==> config.mk <==
export PLATFORM = sky130hd
export DESIGN_NAME = scene_text_tokenizer
export DESIGN_NICKNAME = d
export VERILOG_FILES = /design/src/hdl/stt_pkg.sv /design/src/hdl/scene_text_tokenizer.sv /design/src/hdl/stt_scan.sv /design/src/hdl/stt_evq.sv
export SDC_FILE = /design/constraint.sdc
export NUM_CORES = 1
export LEC_CHECK = 0
export BUFFER_PORTS_ARGS = -buffer_cell sky130_fd_sc_hd__buf_2
export CAP_MARGIN = 20
export CORE_MARGIN = 5
export CORE_UTILIZATION = 40
export CTS_CLUSTER_DIAMETER = 120
export CTS_CLUSTER_SIZE = 30
export DETAILED_ROUTE_END_ITERATION = 12
export GPL_TIMING_DRIVEN = 0
export RECOVER_POWER = 25
export SLEW_MARGIN = 40
export SYNTH_ARGS = -nofsm -noshare
export SYNTH_HDL_FRONTEND = slang
export SYNTH_SLANG_ARGS = --single-unit
export TNS_END_PERCENT = 10
==> constraint.sdc <==
create_clock -name clk_i -period 5.3 [get_ports clk_i]
set_input_delay 1.325 -clock clk_i [delete_from_list [all_inputs] [get_ports clk_i]]
set_output_delay 1.325 -clock clk_i [all_outputs]
set_load 0.02 [all_outputs]
==> src/hdl/stt_pkg.sv <==
`timescale 1ns / 1ps
// ----------------------------------------------------------------------------
// stt_pkg
// Shared types, character codes and classification helpers for the
// scene text tokenizer.
// ----------------------------------------------------------------------------
package stt_pkg;

  localparam int unsigned LineCountWidth = 24;
  localparam int unsigned LineNumW       = 24;
  localparam int unsigned EvqDepth       = 4;
  localparam int unsigned EvqPtrW        = $clog2(EvqDepth);
  localparam int unsigned EvqCntW        = $clog2(EvqDepth + 1);

  localparam logic [7:0] CharHash      = 8'h23;
  localparam logic [7:0] CharQuote     = 8'h22;
  localparam logic [7:0] CharCr        = 8'h0d;
  localparam logic [7:0] CharLf        = 8'h0a;
  localparam logic [7:0] CharBar       = 8'h7c;
  localparam logic [7:0] CharComma     = 8'h2c;
  localparam logic [7:0] CharUnder     = 8'h5f;
  localparam logic [7:0] CharBackslash = 8'h5c;
  localparam logic [7:0] CharSlash     = 8'h2f;
  localparam logic [7:0] CharColon     = 8'h3a;
  localparam logic [7:0] CharDot       = 8'h2e;
  localparam logic [7:0] CharMinus     = 8'h2d;
  localparam logic [7:0] CharPlus      = 8'h2b;
  localparam logic [7:0] CharLowX      = 8'h78;
  localparam logic [7:0] CharUpX       = 8'h58;
  localparam logic [7:0] CharLowE      = 8'h65;
  localparam logic [7:0] CharUpE       = 8'h45;
  localparam logic [7:0] CharLbrace    = 8'h7b;
  localparam logic [7:0] CharRbrace    = 8'h7d;
  localparam logic [7:0] CharLparen    = 8'h28;
  localparam logic [7:0] CharRparen    = 8'h29;
  localparam logic [7:0] CharLbrack    = 8'h5b;
  localparam logic [7:0] CharRbrack    = 8'h5d;

  typedef enum logic [3:0] {
    KindEnd     = 4'd0,
    KindKeyword = 4'd1,
    KindNumber  = 4'd2,
    KindLbrace  = 4'd3,
    KindRbrace  = 4'd4,
    KindLparen  = 4'd5,
    KindRparen  = 4'd6,
    KindBar     = 4'd7,
    KindComma   = 4'd8,
    KindLbrack  = 4'd9,
    KindRbrack  = 4'd10
  } kind_e;

  typedef enum logic [4:0] {
    ModeIdle    = 5'b00001,
    ModeComment = 5'b00010,
    ModeString  = 5'b00100,
    ModeKeyword = 5'b01000,
    ModeNumber  = 5'b10000
  } mode_e;

  typedef struct packed {
    kind_e               kind;
    logic [7:0]          data;
    logic                has;
    logic                starts;
    logic                ends;
    logic                bad;
    logic [LineNumW-1:0] line;
    logic                last;
  } evt_t;

  function automatic evt_t mk_ev(kind_e kind, logic [7:0] data, logic has,
                                 logic starts, logic ends, logic bad,
                                 logic [LineNumW-1:0] line);
    evt_t e;
    e.kind   = kind;
    e.data   = data;
    e.has    = has;
    e.starts = starts;
    e.ends   = ends;
    e.bad    = bad;
    e.line   = line;
    e.last   = 1'b0;
    return e;
  endfunction

  function automatic logic is_alpha(logic [7:0] c);
    return c inside {[8'h61:8'h7a], [8'h41:8'h5a]};
  endfunction

  function automatic logic is_digit(logic [7:0] c);
    return c inside {[8'h30:8'h39]};
  endfunction

  function automatic logic is_xdigit(logic [7:0] c);
    return c inside {[8'h30:8'h39], [8'h61:8'h66], [8'h41:8'h46]};
  endfunction

  // Space, tab, LF, VT, FF and CR.
  function automatic logic is_space(logic [7:0] c);
    return c inside {8'h20, [8'h09:8'h0d]};
  endfunction

  function automatic logic kw_start(logic [7:0] c);
    return is_alpha(c) || c == CharUnder || c == CharSlash || c == CharBackslash ||
           c == CharColon;
  endfunction

  function automatic logic kw_cont(logic [7:0] c);
    return kw_start(c) || is_digit(c) || c == CharDot || c == CharMinus;
  endfunction

  function automatic logic num_start(logic [7:0] c);
    return is_digit(c) || c == CharDot || c == CharPlus || c == CharMinus;
  endfunction

  function automatic logic num_cont(logic [7:0] c, logic [1:0] pos);
    return is_xdigit(c) || (pos == 2'd1 && (c == CharLowX || c == CharUpX)) ||
           c == CharDot || c == CharPlus || c == CharMinus ||
           c == CharLowE || c == CharUpE;
  endfunction

  function automatic kind_e punct_kind(logic [7:0] c);
    kind_e k;
    case (c)
      CharLbrace: k = KindLbrace;
      CharRbrace: k = KindRbrace;
      CharLparen: k = KindLparen;
      CharRparen: k = KindRparen;
      CharBar:    k = KindBar;
      CharComma:  k = KindComma;
      CharLbrack: k = KindLbrack;
      CharRbrack: k = KindRbrack;
      default:    k = KindEnd;
    endcase
    return k;
  endfunction

endpackage

==> src/hdl/scene_text_tokenizer.sv <==
`timescale 1ns / 1ps
// ----------------------------------------------------------------------------
// scene_text_tokenizer
// Streaming lexical scanner: one character per transaction in, token events out.
// ----------------------------------------------------------------------------
// Output: the decode is combinational and its events are registered in the event queue.
// Throughput: one character per cycle while each gives at most one event and the output
// is not stalled; a character that closes a token and opens another gives two events,
// which leave the single output port one at a time, so the queue sets the sustained rate.
// Reset: asynchronous, active low; clears the scan mode, line count and event queue.
// ----------------------------------------------------------------------------
module scene_text_tokenizer (
  input  logic        clk_i,
  input  logic        rst_ni,
  input  logic        s_axis_tvalid,
  output logic        s_axis_tready,
  input  logic [7:0]  s_axis_tdata,  // [7:0] in_byte
  input  logic        s_axis_tlast,  // end_of_input
  output logic        m_axis_tvalid,
  input  logic        m_axis_tready,
  // [7:0] data_byte, [8] has_byte, [9] starts_token, [10] ends_token,
  // [11] bad_char, [35:12] line_number, [39:36] zero
  output logic [39:0] m_axis_tdata,
  output logic [3:0]  m_axis_tuser,  // [3:0] token_kind
  output logic        m_axis_tlast   // last_event
);
  import stt_pkg::*;

  logic       accept;
  logic       room;
  logic [1:0] ev_cnt;
  logic [1:0] push_cnt;
  evt_t       ev0, ev1, head;

  assign s_axis_tready = room;
  assign accept        = s_axis_tvalid && room;
  assign push_cnt      = accept ? ev_cnt : 2'd0;

  stt_scan u_scan (
    .clk_i     (clk_i),
    .rst_ni    (rst_ni),
    .accept_i  (accept),
    .in_byte_i (s_axis_tdata),
    .eoi_i     (s_axis_tlast),
    .ev0_o     (ev0),
    .ev1_o     (ev1),
    .ev_cnt_o  (ev_cnt)
  );

  stt_evq u_evq (
    .clk_i      (clk_i),
    .rst_ni     (rst_ni),
    .push_cnt_i (push_cnt),
    .ev0_i      (ev0),
    .ev1_i      (ev1),
    .room_o     (room),
    .valid_o    (m_axis_tvalid),
    .ready_i    (m_axis_tready),
    .head_o     (head)
  );

  assign m_axis_tdata = {4'd0, head.line, head.bad, head.ends, head.starts, head.has,
                         head.data};
  assign m_axis_tuser = head.kind;
  assign m_axis_tlast = head.last;

endmodule

==> src/hdl/stt_scan.sv <==
`timescale 1ns / 1ps
// ----------------------------------------------------------------------------
// stt_scan
// Scanner state and the single-pass decode of one character into up to two
// token events.
// ----------------------------------------------------------------------------
module stt_scan (
  input  logic          clk_i,
  input  logic          rst_ni,
  input  logic          accept_i,
  input  logic [7:0]    in_byte_i,
  input  logic          eoi_i,
  output stt_pkg::evt_t ev0_o,
  output stt_pkg::evt_t ev1_o,
  output logic [1:0]    ev_cnt_o
);
  import stt_pkg::*;

  mode_e                     mode_q, mode_d;
  logic [1:0]                pos_q, pos_d;
  logic                      cr_q, cr_d;
  logic [LineCountWidth-1:0] line_q, line_d;

  logic                      is_cr, is_lf, nl, drop_lf;
  logic [7:0]                c;
  logic [LineCountWidth-1:0] line_inc;
  logic [LineNumW-1:0]       lnum_byte, lnum_eoi;

  evt_t                      idle_ev;
  logic                      idle_fire;
  mode_e                     idle_mode;
  logic [1:0]                idle_pos;
  kind_e                     pk;

  assign is_cr     = (in_byte_i == CharCr);
  assign is_lf     = (in_byte_i == CharLf);
  assign nl        = is_cr || is_lf;
  assign drop_lf   = cr_q && is_lf;
  assign c         = nl ? CharLf : in_byte_i;
  assign line_inc  = (nl && line_q != '1) ? line_q + 1'b1 : line_q;
  assign lnum_byte = LineNumW'(line_inc);
  assign lnum_eoi  = LineNumW'(line_q);
  assign pk        = punct_kind(c);

  // What a character does when no token is open.
  always_comb begin
    idle_fire = 1'b1;
    idle_mode = ModeIdle;
    idle_pos  = 2'd0;
    idle_ev   = mk_ev(KindEnd, c, 1'b0, 1'b0, 1'b0, 1'b1, lnum_byte);
    if (is_space(c)) begin
      idle_fire = 1'b0;
    end else if (c == CharHash) begin
      idle_fire = 1'b0;
      idle_mode = ModeComment;
    end else if (c == CharQuote) begin
      idle_mode = ModeString;
      idle_ev   = mk_ev(KindKeyword, 8'd0, 1'b0, 1'b1, 1'b0, 1'b0, lnum_byte);
    end else if (pk != KindEnd) begin
      idle_ev   = mk_ev(pk, c, 1'b1, 1'b1, 1'b1, 1'b0, lnum_byte);
    end else if (kw_start(c)) begin
      idle_mode = ModeKeyword;
      idle_ev   = mk_ev(KindKeyword, c, 1'b1, 1'b1, 1'b0, 1'b0, lnum_byte);
    end else if (num_start(c)) begin
      idle_mode = ModeNumber;
      idle_pos  = 2'd1;
      idle_ev   = mk_ev(KindNumber, c, 1'b1, 1'b1, 1'b0, 1'b0, lnum_byte);
    end
  end

  always_comb begin
    mode_d   = mode_q;
    pos_d    = pos_q;
    cr_d     = cr_q;
    line_d   = line_q;
    ev0_o    = '0;
    ev1_o    = '0;
    ev_cnt_o = 2'd0;
    if (eoi_i) begin
      mode_d = ModeIdle;
      pos_d  = 2'd0;
      cr_d   = 1'b0;
      if (mode_q == ModeString || mode_q == ModeKeyword || mode_q == ModeNumber) begin
        ev0_o    = mk_ev((mode_q == ModeNumber) ? KindNumber : KindKeyword, 8'd0, 1'b0,
                         1'b0, 1'b1, 1'b0, lnum_eoi);
        ev1_o    = mk_ev(KindEnd, 8'd0, 1'b0, 1'b1, 1'b1, 1'b0, lnum_eoi);
        ev_cnt_o = 2'd2;
      end else begin
        ev0_o    = mk_ev(KindEnd, 8'd0, 1'b0, 1'b1, 1'b1, 1'b0, lnum_eoi);
        ev_cnt_o = 2'd1;
      end
    end else if (drop_lf) begin
      // Second half of a CR-LF pair: already counted.
      cr_d = 1'b0;
    end else begin
      cr_d   = is_cr;
      line_d = line_inc;
      case (mode_q)
        ModeComment: begin
          if (nl) begin
            mode_d = ModeIdle;
          end
        end
        ModeString: begin
          ev_cnt_o = 2'd1;
          if (c == CharQuote) begin
            mode_d = ModeIdle;
            ev0_o  = mk_ev(KindKeyword, 8'd0, 1'b0, 1'b0, 1'b1, 1'b0, lnum_byte);
          end else begin
            ev0_o  = mk_ev(KindKeyword, c, 1'b1, 1'b0, 1'b0, 1'b0, lnum_byte);
          end
        end
        ModeKeyword: begin
          if (kw_cont(c)) begin
            ev0_o    = mk_ev(KindKeyword, c, 1'b1, 1'b0, 1'b0, 1'b0, lnum_byte);
            ev_cnt_o = 2'd1;
          end else begin
            // The terminating character is scanned again as if between tokens.
            ev0_o    = mk_ev(KindKeyword, 8'd0, 1'b0, 1'b0, 1'b1, 1'b0, lnum_byte);
            ev1_o    = idle_ev;
            ev_cnt_o = idle_fire ? 2'd2 : 2'd1;
            mode_d   = idle_mode;
            pos_d    = idle_pos;
          end
        end
        ModeNumber: begin
          if (num_cont(c, pos_q)) begin
            ev0_o    = mk_ev(KindNumber, c, 1'b1, 1'b0, 1'b0, 1'b0, lnum_byte);
            ev_cnt_o = 2'd1;
            if (pos_q < 2'd2) begin
              pos_d = pos_q + 2'd1;
            end
          end else begin
            ev0_o    = mk_ev(KindNumber, 8'd0, 1'b0, 1'b0, 1'b1, 1'b0, lnum_byte);
            ev1_o    = idle_ev;
            ev_cnt_o = idle_fire ? 2'd2 : 2'd1;
            mode_d   = idle_mode;
            pos_d    = idle_pos;
          end
        end
        default: begin
          ev0_o    = idle_ev;
          ev_cnt_o = idle_fire ? 2'd1 : 2'd0;
          mode_d   = idle_mode;
          pos_d    = idle_pos;
        end
      endcase
    end
    if (ev_cnt_o == 2'd2) begin
      ev1_o.last = 1'b1;
    end else begin
      ev0_o.last = 1'b1;
    end
  end

  always_ff @(posedge clk_i or negedge rst_ni) begin
    if (!rst_ni) begin
      mode_q <= ModeIdle;
      pos_q  <= 2'd0;
      cr_q   <= 1'b0;
      line_q <= '0;
    end else if (accept_i) begin
      mode_q <= mode_d;
      pos_q  <= pos_d;
      cr_q   <= cr_d;
      line_q <= line_d;
    end
  end

endmodule

==> src/hdl/stt_evq.sv <==
`timescale 1ns / 1ps
// ----------------------------------------------------------------------------
// stt_evq
// Small result queue that takes up to two token events per cycle and hands
// out one per cycle while the receiver is ready.
// ----------------------------------------------------------------------------
module stt_evq (
  input  logic          clk_i,
  input  logic          rst_ni,
  input  logic [1:0]    push_cnt_i,
  input  stt_pkg::evt_t ev0_i,
  input  stt_pkg::evt_t ev1_i,
  output logic          room_o,
  output logic          valid_o,
  input  logic          ready_i,
  output stt_pkg::evt_t head_o
);
  import stt_pkg::*;

  evt_t               mem_q [EvqDepth];
  logic [EvqPtrW-1:0] wr_ptr_q, wr_ptr_d, rd_ptr_q, rd_ptr_d, wr_ptr_nx;
  logic [EvqCntW-1:0] cnt_q, cnt_d;
  logic               pop;

  assign valid_o   = (cnt_q != '0);
  // Room for the worst case of two events from one transaction.
  assign room_o    = (cnt_q <= EvqCntW'(EvqDepth - 2));
  assign pop       = valid_o && ready_i;
  assign head_o    = mem_q[rd_ptr_q];
  assign wr_ptr_nx = wr_ptr_q + 1'b1;

  always_comb begin
    wr_ptr_d = wr_ptr_q + EvqPtrW'(push_cnt_i);
    rd_ptr_d = pop ? rd_ptr_q + 1'b1 : rd_ptr_q;
    cnt_d    = cnt_q + EvqCntW'(push_cnt_i) - EvqCntW'(pop);
  end

  always_ff @(posedge clk_i) begin
    if (push_cnt_i != 2'd0) begin
      mem_q[wr_ptr_q] <= ev0_i;
    end
    if (push_cnt_i == 2'd2) begin
      mem_q[wr_ptr_nx] <= ev1_i;
    end
  end

  always_ff @(posedge clk_i or negedge rst_ni) begin
    if (!rst_ni) begin
      wr_ptr_q <= '0;
      rd_ptr_q <= '0;
      cnt_q    <= '0;
    end else begin
      wr_ptr_q <= wr_ptr_d;
      rd_ptr_q <= rd_ptr_d;
      cnt_q    <= cnt_d;
    end
  end

endmodule

==> impl_metrics.ini, run 1 <==
[outcome]
outcome = complete, but fails checks
violations = capacitance limit, slew limit

[synthesis]
synth_top_family_by_area = compound AO/OA/AOI/OAI gates
synth_edf_count = 164
muxShareOfSynthArea = 0.09997
synth.most_common_cell = edfxtp_1
synth-compound-area-share = 0.1635
synth_xor_area_frac = 0.02936
synth_top_area_cell = edfxtp_1
synth_fa_ha_area_frac = 0.008855
ys_ff_latch = 203
syn_avg_cell_area_um2 = 12.36
synth_area_um2 = 10740
netlist.area_leader.share = 0.4586
async_reset_ff_frac = 0.1921
synth_cell_types = 87
yosysSeqAreaShare = 0.5496
synth_cells = 869
yosys-top-cells-count = 164 x edfxtp_1, 83 x o21ai_0, 62 x nand2_1, 46 x a21oi_1, 45 x o31ai_1
synthFlopType = edfxtp_1
synth_area_leaders = edfxtp_1 46%, dfrtp_1 8.9%, mux4_2 8.6%
ys_warn_count = 0
synth-simple-area-share = 0.1159

[cells_and_area]
fin_area_um2 = 11890
n_fill_cell = 2519
area_growth_pct = 10.75
drive_gt1_frac = 0.1656
fin_nets = 976
n_antenna_cell = 0

[grt]
grt_pass1_wl_um = 42770
grt_pass1_vias = 7369
grt_usage = 0.1766
overflow = 0
antenna_found_initial = 1
grt_max_degree = 40

[hold_path]
hp-class = flip-flop to flip-flop

[power]
cellLeakagePower_nw = 4.190
power_mw = 4.512
power_density_nw_per_um2 = 379.3
ir_worst_vdd_uv = 176.4

[die]
initial_utilization = 0.4018
num_io_pins = 60
core_um2 = 26730
fp.dieW_um = 173.9
row_count = 60
die-area_um2 = 30220
die_h_um = 173.9

[clocking]
clk_pin_slew_ns = 0.11
cts_repair_resize_count = 0
cts-htree-levels = 1
clock-root-buffer = clkbuf_16
postCtsSetupRepairBufs = 0
clock_latency_ns = 0.49
cts.path.max_buffers = 3
clock_sinks = 203
cts_buffers = 10
hold_buffers = 0
cts_tree = done

[critical_path]
cp-end-kind = flip-flop
critical_path_class = input pin to flip-flop
cp-start-kind = input pin
cp_max_fo = 10
cp.arrival_ns = 5.18
required_ns = 5.70

[drt]
wl_per_cell_um = 20.81
wl_met2_um = 12310
wl_met3_um = 1689
via_count = 7650
firstDrtPassIters = 5
routed_wl_um = 27080
ant_nets = 0
highest_layer = met5
wl_met1_um = 12790
post_drt_via_cell_ratio = 5.880
drc = 0
drtIter0Drc = 766

[sta]
period_needed_ns = 4.784
slew_headroom = -0.5786
worstMarginPinSlew_ns = 2.368
fin_crit_sh = 0.9026
slew_violations = 41
finalHoldViolCount = 0
rsz0062_at_grt = false
setup_viol = 0
max_freq_mhz = 209.0
clock_skew_ns = 0.01773

[run]
maxCapViolCount = 2

[placement]
dp_hpwl_um = 19510
numPortBuffers = 54
placed_cell_area_um2 = 11720
routabilityCongestion = 0.8921
[critical path, cell delays in order]
cell and delay [ns]:
clkbuf_1 0.24, clkbuf_1 0.34, or3b_2 0.50, a211oi_1 0.33, a32o_1 0.23, nor3_1 0.10
a221oi_1 0.51, nor2_1 0.27, inv_1 0.28, ha_1 0.30, fa_1 0.43, xor2_1 0.19
xnor2_1 0.14
[cells by family after synthesis]
kind of cell	count (synthesis)
compound gates	262
mux	55
simple gates	224
fa+ha+maj	7
buf+inv	81
xor+xnor	36
flops	203
other cells	1
[metal layers]
metal / vias up / track usage
li1: 3580 / -
met5: - / 0
met2: 260 / 0.2738
met3: 20 / 0.02116
met1: 3788 / 0.2726
met4: 2 / 0.02903
[through the flow]
step                TNS [ns]  hold slack (ns)    util  setup slack [ns]  instances
global route               0           0.5403  0.4450            0.2296       1301
detailed placement         0           0.4976  0.4385            0.1647       1285
CTS                        0           0.5137  0.4497            0.6647       1301
finish                     0           0.5136  0.4450            0.5162       1301
global placement     -400.80           0.4764  0.4283            -2.680       1267
floorplan             -19.78           0.4620       -           -0.2244        872
[cells in the final DEF (no fill, tap or decap), types with 4 or more instances in the layout]
cell type,n
buf_2,66
a21oi_1,46
inv_1,11
nand2_1,62
a32o_1,5
and3_1,12
o211ai_1,10
dfrtp_1,38
conb_1,4
buf_4,7
mux2_2,7
clkbuf_1,57
a21o_1,6
ha_1,6
xnor2_1,21
xor2_1,15
o21ai_0,82
clkbuf_16,11
nand4_1,8
nand4b_1,4
nor4_1,4
mux4_2,41
nor2_1,41
and4_1,6
o31ai_1,46
nor3_1,10
buf_1,5
nand2b_1,4
nor2b_1,8
buf_8,6
mux2i_1,6
nand3_1,29
a22o_1,5
a21boi_0,9
edfxtp_1,164
and2_1,7
a31oi_1,11
[where the power goes]
part           switching (mW)  internal (mW)
Combinational            1.03          0.651
Sequential             0.0493           1.89
Clock                   0.504          0.391
[sequential cells by signal, indices dropped and copies added (netlist names)]
| signal | cells |
|---|---|
| u_scan.mode_q | 5 |
| u_evq.rd_ptr_q | 2 |
| u_scan.line_q | 24 |
| u_scan.cr_q | 1 |
| u_evq.wr_ptr_q | 2 |
| u_evq.cnt_q | 3 |
| u_evq.mem_q | 164 |
| u_scan.pos_q | 2 |
[path summary, 6_finish.rpt]
path,depth (start not counted),slack [ns],end,from
setup / recovery,13,0.52,u_evq.cnt_q[2],s_axis_tdata[5]
hold / removal,1,0.51,u_evq.cnt_q[2],u_evq.cnt_q[2]
setup reg to reg,11,1.44,u_evq.cnt_q[2],u_scan.cr_q
hold reg to reg,1,0.51,u_evq.cnt_q[2],u_evq.cnt_q[2]
max in group asynchronous,1,2.41,u_scan.line_q[23],rst_ni
min in group asynchronous,1,1.54,u_scan.line_q[6],rst_ni
[final cells by class]
| type | instances | area (um^2) | area share |
|---|---|---|---|
| Inverter | 12 | 45.04 | 0.003787 |
| Tap cell | 341 | 426.7 | 0.03587 |
| Sequential cell | 203 | 5902 | 0.4962 |
| Buffer | 69 | 296.5 | 0.02493 |
| Timing Repair Buffer | 72 | 481.7 | 0.04050 |
| Multi-Input combinational cell | 588 | 4443 | 0.3736 |
| Clock inverter | 1 | 8.758 | 0.0007364 |
| Clock buffer | 15 | 290.3 | 0.02441 |
Power figures use the tool's default switching activity.
==> run 2: changes to the inputs <==
- CORE_UTILIZATION: 40 -> 47
- PLACE_DENSITY: not set -> 0.66
==> run 2 against run 1 <==
  * The run still ends with capacitance limit, slew limit left
  * Count of clock-buffer cells in the layout unchanged
  * Design area shrank 0.56%
  * Via count up 1.6%
  * First-iteration DRC count fell by 19%
  * Critical path type unchanged
==> impl_metrics.ini, run 2 (synthesized netlist as in run 1, its figures left out) <==
[critical_path]
cp-end-kind = flip-flop
r2r-start = u_scan.line_q[7]
required_ns = 5.49
cp-start-kind = input pin
r2r_end = u_evq.mem_q[0][24]
reg2reg_depth = 9
cp.arrival_ns = 5.09
r2r_setup_slack_ns = 1.18
cp_cell_sequence = clkbuf_1, clkbuf_1, nor3b_1, o211ai_1, a311o_1, nor4_1, a21oi_1, o21ai_0, o21ai_0
slowest_delay_ns = 1.07
slowest_stage = nor4_1
cp_max_fo = 10
critical_path_class = input pin to flip-flop

[outcome]
outcome = complete, but fails checks
violations = capacitance limit, slew limit

[power]
power_density_nw_per_um2 = 380.5
share_comb_of_total_power = 0.371
cellLeakagePower_nw = 4.192
p_sw_frac = 0.3481
ir_worst_vdd_uv = 177.2
p_int_mw = 2.934
seqPwrFrac = 0.431
power.share.clock = 0.198
p_sw_mw = 1.567

[sta]
slew_violations = 40
setup_ws_ns = 0.4033
rsz0062_at_grt = false
max_freq_mhz = 204.2
clock_skew_ns = 0.01596
period_needed_ns = 4.897
finalHoldViolCount = 0
fin_crit_sh = 0.9239
setup_viol = 0
worstMarginPinSlew_ns = 2.421
slew_headroom = -0.6139

[clocking]
hold_buffers = 0
cts-htree-levels = 1
clock_sinks = 203
cts.path.max_buffers = 3
postCtsSetupRepairBufs = 0
cts_tree = done
clk_pin_slew_ns = 0.11
cts_repair_resize_count = 0
cts_buffers = 10
clock_latency_ns = 0.48
clock-root-buffer = clkbuf_16

[grt]
antenna_found_initial = 1
grt_pass1_wl_um = 42660
grt_usage = 0.2065
overflow = 0
grt_max_degree = 40
grt_pass1_vias = 7528

[placement]
dp_hpwl_um = 19500
numPortBuffers = 54
pre_cts_slack_ns = 0.1007
dp_cells = 1230
routabilityCongestion = 0.9121

[cells_and_area]
stdcell_count = 1246
fin_nets = 977
largest_reg_flops = 164
final_cell_mix = 164 x edfxtp_1, 83 x o21ai_0, 64 x buf_2, 62 x nand2_1, 58 x clkbuf_1
area_growth_pct = 10.14
drive_gt1_frac = 0.1655
top_regs = u_evq.mem_q: 164 flops, u_scan.line_q: 24 flops, u_scan.mode_q: 5 flops
top_register = u_evq.mem_q
final_common_cell = edfxtp_1
seqCellArea_um2 = 5902
n_fill_cell = 2005
multi_input_area_um2 = 4442
n_antenna_cell = 0

[drt]
firstDrtPassIters = 5
wl_per_cell_um = 21.47
ant_nets = 0
via_count = 7775
routed_wl_um = 26750
drtIter0Drc = 622
drc = 0
post_drt_via_cell_ratio = 6.240

[die]
fp.dieW_um = 161.2
core_um2 = 22570
row_count = 55
initial_utilization = 0.4758
die-area_um2 = 25970
die_h_um = 161.2
num_io_pins = 60

[hold_path]
min_to = u_evq.cnt_q[2]
hold_path_depth = 1
hp-class = flip-flop to flip-flop
hp-start = u_evq.cnt_q[2]

[run]
maxCapViolCount = 1
-- run 2: cell types whose count changed in the layout (fill, tap and decap cells not counted) --
cell	change
o21ai_0	+1
buf_2	-2
buf_8	-1
clkbuf_1	+1
buf_4	+2
nand3_1	+1
buf_6	+1
nand3_2	-1
o21ai_2	+1
o21ai_1	-2
-- run 2: cell type report --
cell class	instances	share of cell area
clock inverter	1	0.0007405
clock buffer	15	0.02454
sequential	203	0.4990
tap	285	0.03015
timing repair buffer	73	0.04115
multi-input combinational	588	0.3755
inverter	12	0.003808
buffer	69	0.02507
-- run 2: worst max-delay path: cells and delay by family --
family	cells	cell delay (ns)
AOI/OAI and AO/OA	5	1.83
buffers and inverters	2	0.42
and+or+nand+nor	2	1.52
-- run 2: worst max path at each step --
stage,cells after the start,startpoint,endpoint,slack (ns)
6_report,9,s_axis_tdata[0],u_evq.mem_q[0][24],0.40
5_1_grt,13,s_axis_tdata[5],u_evq.cnt_q[2],0.25
4_1_cts,13,s_axis_tdata[7],u_evq.mem_q[0][17],0.54
3_5_place_dp,13,s_axis_tdata[7],u_evq.mem_q[0][18],0.10
3_3_place_gp,10,s_axis_tdata[3],u_evq.mem_q[1][18],-2.54
2_1_floorplan,10,s_axis_tdata[1],u_evq.mem_q[1][0],-0.22
-- run 2: stage by stage --
step | power, mW | TNS [ns] | hold slack, ns | util | cell area, um^2
2_1_floorplan | 3.120 | -19.78 | 0.4620 | - | 10750
3_3_place_gp | 3.621 | -394.15 | 0.4747 | 0.5040 | 11380
3_5_place_dp | 3.699 | 0 | 0.4857 | 0.5164 | 11660
4_1_cts | 4.565 | 0 | 0.5005 | 0.5297 | 11960
5_1_grt | 4.703 | 0 | 0.5278 | 0.5240 | 11830
6_report | 4.501 | 0 | 0.5031 | 0.5240 | 11830
-- run 2: per-layer routing --
| layer | global-route usage | part of all wire |
|---|---|---|
| met5 | 0 | 0.00049 |
| met4 | 0.03800 | 0.013 |
| met3 | 0.02781 | 0.074 |
| met2 | 0.3235 | 0.46 |
| met1 | 0.3141 | 0.46 |
-- run 2: power groups by stage --
stage / sequential (mW) / combinational (mW) / clock [mW]
floorplan: 1.97 / 1.15 / 0
global placement: 1.99 / 1.63 / 0
detailed placement: 1.98 / 1.72 / 0
CTS: 1.94 / 1.72 / 0.902
global route: 1.95 / 1.80 / 0.949
finish: 1.94 / 1.67 / 0.889
==> run 3: changes to the inputs <==
- CELL_PAD_IN_SITES_DETAIL_PLACEMENT: not set -> 1
- CELL_PAD_IN_SITES_GLOBAL_PLACEMENT: not set -> 2
- CORE_UTILIZATION: 47 -> 39
- PLACE_DENSITY: 0.66 -> not set
- PLACE_DENSITY_LB_ADDON: not set -> 0.1
==> run 3 against run 2 <==
  * Largest power group unchanged
  * The flow still finishes with violations (capacitance limit, slew limit)
  * Total power grew 1.7%
  * Sequential power is essentially flat
  * Final cell count grew 4.7%
  * Worst setup slack lost 0.12 ns
==> impl_metrics.ini, run 3 (synthesized netlist as in run 1, its figures left out) <==
[outcome]
outcome = complete, but fails checks
violations = capacitance limit, slew limit

[cells_and_area]
final_common_cell = edfxtp_1
multi_input_area_um2 = 4448
n_fill_cell = 2912
fin_util = 0.4424
area_growth_pct = 11.32
largest_reg_flops = 164
stdcell_count = 1305
final_cell_mix = 164 x edfxtp_1, 82 x o21ai_0, 66 x buf_2, 62 x nand2_1, 54 x clkbuf_1
seqCellArea_um2 = 5902
drive_gt1_frac = 0.1722
top_regs = u_evq.mem_q: 164 flops, u_scan.line_q: 24 flops, u_scan.mode_q: 5 flops
n_antenna_cell = 0
fin_nets = 980
top_register = u_evq.mem_q

[clocking]
clock_latency_ns = 0.47
postCtsSetupRepairBufs = 0
cts-htree-levels = 1
cts_tree = done
clock_sinks = 203
cts_repair_resize_count = 0
clock-root-buffer = clkbuf_16
hold_buffers = 0
cts_buffers = 10
clk_pin_slew_ns = 0.11
cts.path.max_buffers = 3

[drt]
highest_layer = met4
wl_met3_um = 1099
drtIter0Drc = 497
wl_per_cell_um = 24.10
post_drt_via_cell_ratio = 6.025
wl_met1_um = 15390
drc = 0
routed_wl_um = 31450
wl_met2_um = 14590
via_count = 7862
firstDrtPassIters = 5
ant_nets = 0

[placement]
numPortBuffers = 54
dp_hpwl_um = 23450
dp_cells = 1289
pre_cts_slack_ns = -0.01642
routabilityCongestion = 0.8599

[critical_path]
slowest_stage = a221oi_1
slowest_delay_ns = 0.62
cp_max_fo = 10
worst_path_most_repeated_cell = clkbuf_1
cp-end-kind = flip-flop
critical_path_class = input pin to flip-flop
required_ns = 5.66
cp_cell_sequence = clkbuf_1, clkbuf_1, or3b_2, a211oi_1, a32o_1, nor3_1, a221oi_1, nor2_1, inv_1, ha_1, fa_1, xor2_1, xnor2_1
cp-start-kind = input pin
cp.arrival_ns = 5.38

[grt]
grt_pass1_wl_um = 48730
grt_pass1_vias = 8120
antenna_found_initial = 0
grt_max_degree = 40
overflow = 0
grt_usage = 0.2007

[power]
p_sw_frac = 0.3526
ir_worst_vdd_uv = 213.6
power.share.clock = 0.199
p_int_mw = 2.964
seqPwrFrac = 0.424
cellLeakagePower_nw = 4.228
share_comb_of_total_power = 0.377
power_density_nw_per_um2 = 382.9
p_sw_mw = 1.614
power_mw = 4.578

[run]
maxCapViolCount = 1

[sta]
period_needed_ns = 5.016
finalHoldViolCount = 0
worstMarginPinSlew_ns = 2.492
setup_ws_ns = 0.2840
setup_viol = 0
clock_skew_ns = 0.01349
max_freq_mhz = 199.4
slew_headroom = -0.6611
rsz0062_at_grt = false
slew_violations = 40
fin_crit_sh = 0.9464

[die]
row_count = 60
die-area_um2 = 30950
core_um2 = 27030
die_h_um = 175.9
initial_utilization = 0.3974
fp.dieW_um = 175.9
num_io_pins = 60

[hold_path]
hp-class = flip-flop to flip-flop
[run 3: routing by layer]
layer | vias to the layer above | global-route usage
li1 | 3586 | -
met1 | 4086 | 0.3031
met2 | 165 | 0.3228
met3 | 25 | 0.02077
met4 | 0 | 0.02989
met5 | - | 0
[run 3: power groups by stage]
stage          registers [mW]  clock network (mW)  logic (mW)
2_1_floorplan            1.97                   0        1.15
3_3_place_gp             1.99                   0        1.67
3_5_place_dp             1.98                   0        1.78
4_1_cts                  1.94               0.937        1.78
5_1_grt                  1.95               0.991        1.86
6_report                 1.94               0.912        1.73
[run 3: worst max-delay path: cells and delay by family]
| family | cells | cell delay [ns] |
|---|---|---|
| AOI/OAI and AO/OA | 3 | 1.19 |
| xor gates and xnor gates | 2 | 0.30 |
| adders and majority gates | 2 | 0.75 |
| buffers and inverters | 3 | 0.93 |
| and+or+nand+nor | 3 | 0.89 |
[run 3: per-stage QoR]
stage          hold slack [ns]  area, um^2  TNS (ns)
2_1_floorplan           0.4620       10750    -19.78
3_3_place_gp            0.4821       11450   -476.94
3_5_place_dp            0.4934       11760  -0.01642
4_1_cts                 0.5134       12070         0
5_1_grt                 0.5475       11960         0
6_report                0.5095       11960         0
[run 3: path summary, 6_finish.rpt]
path                                  from                end  slack, ns  cells past startpoint
max reg2reg                 u_evq.cnt_q[1]     u_evq.cnt_q[2]       1.30                     12
max                        s_axis_tdata[5]     u_evq.cnt_q[2]       0.28                     13
min reg2reg                 u_evq.cnt_q[2]     u_evq.cnt_q[2]       0.51                      1
min                         u_evq.cnt_q[2]     u_evq.cnt_q[2]       0.51                      1
max in group asynchronous           rst_ni        u_scan.cr_q       2.26                      1
min in group asynchronous           rst_ni  u_evq.rd_ptr_q[0]       1.59                      1
[run 3: area by class of cell]
type	count	share of cell area
well taps	341	0.03569
repair buffers	76	0.04343
multi-input cells	588	0.3721
clock buffers	15	0.02596
inverters	12	0.003768
flip-flops and latches	203	0.4937
clock inverters	1	0.0003140
plain buffers	69	0.02512
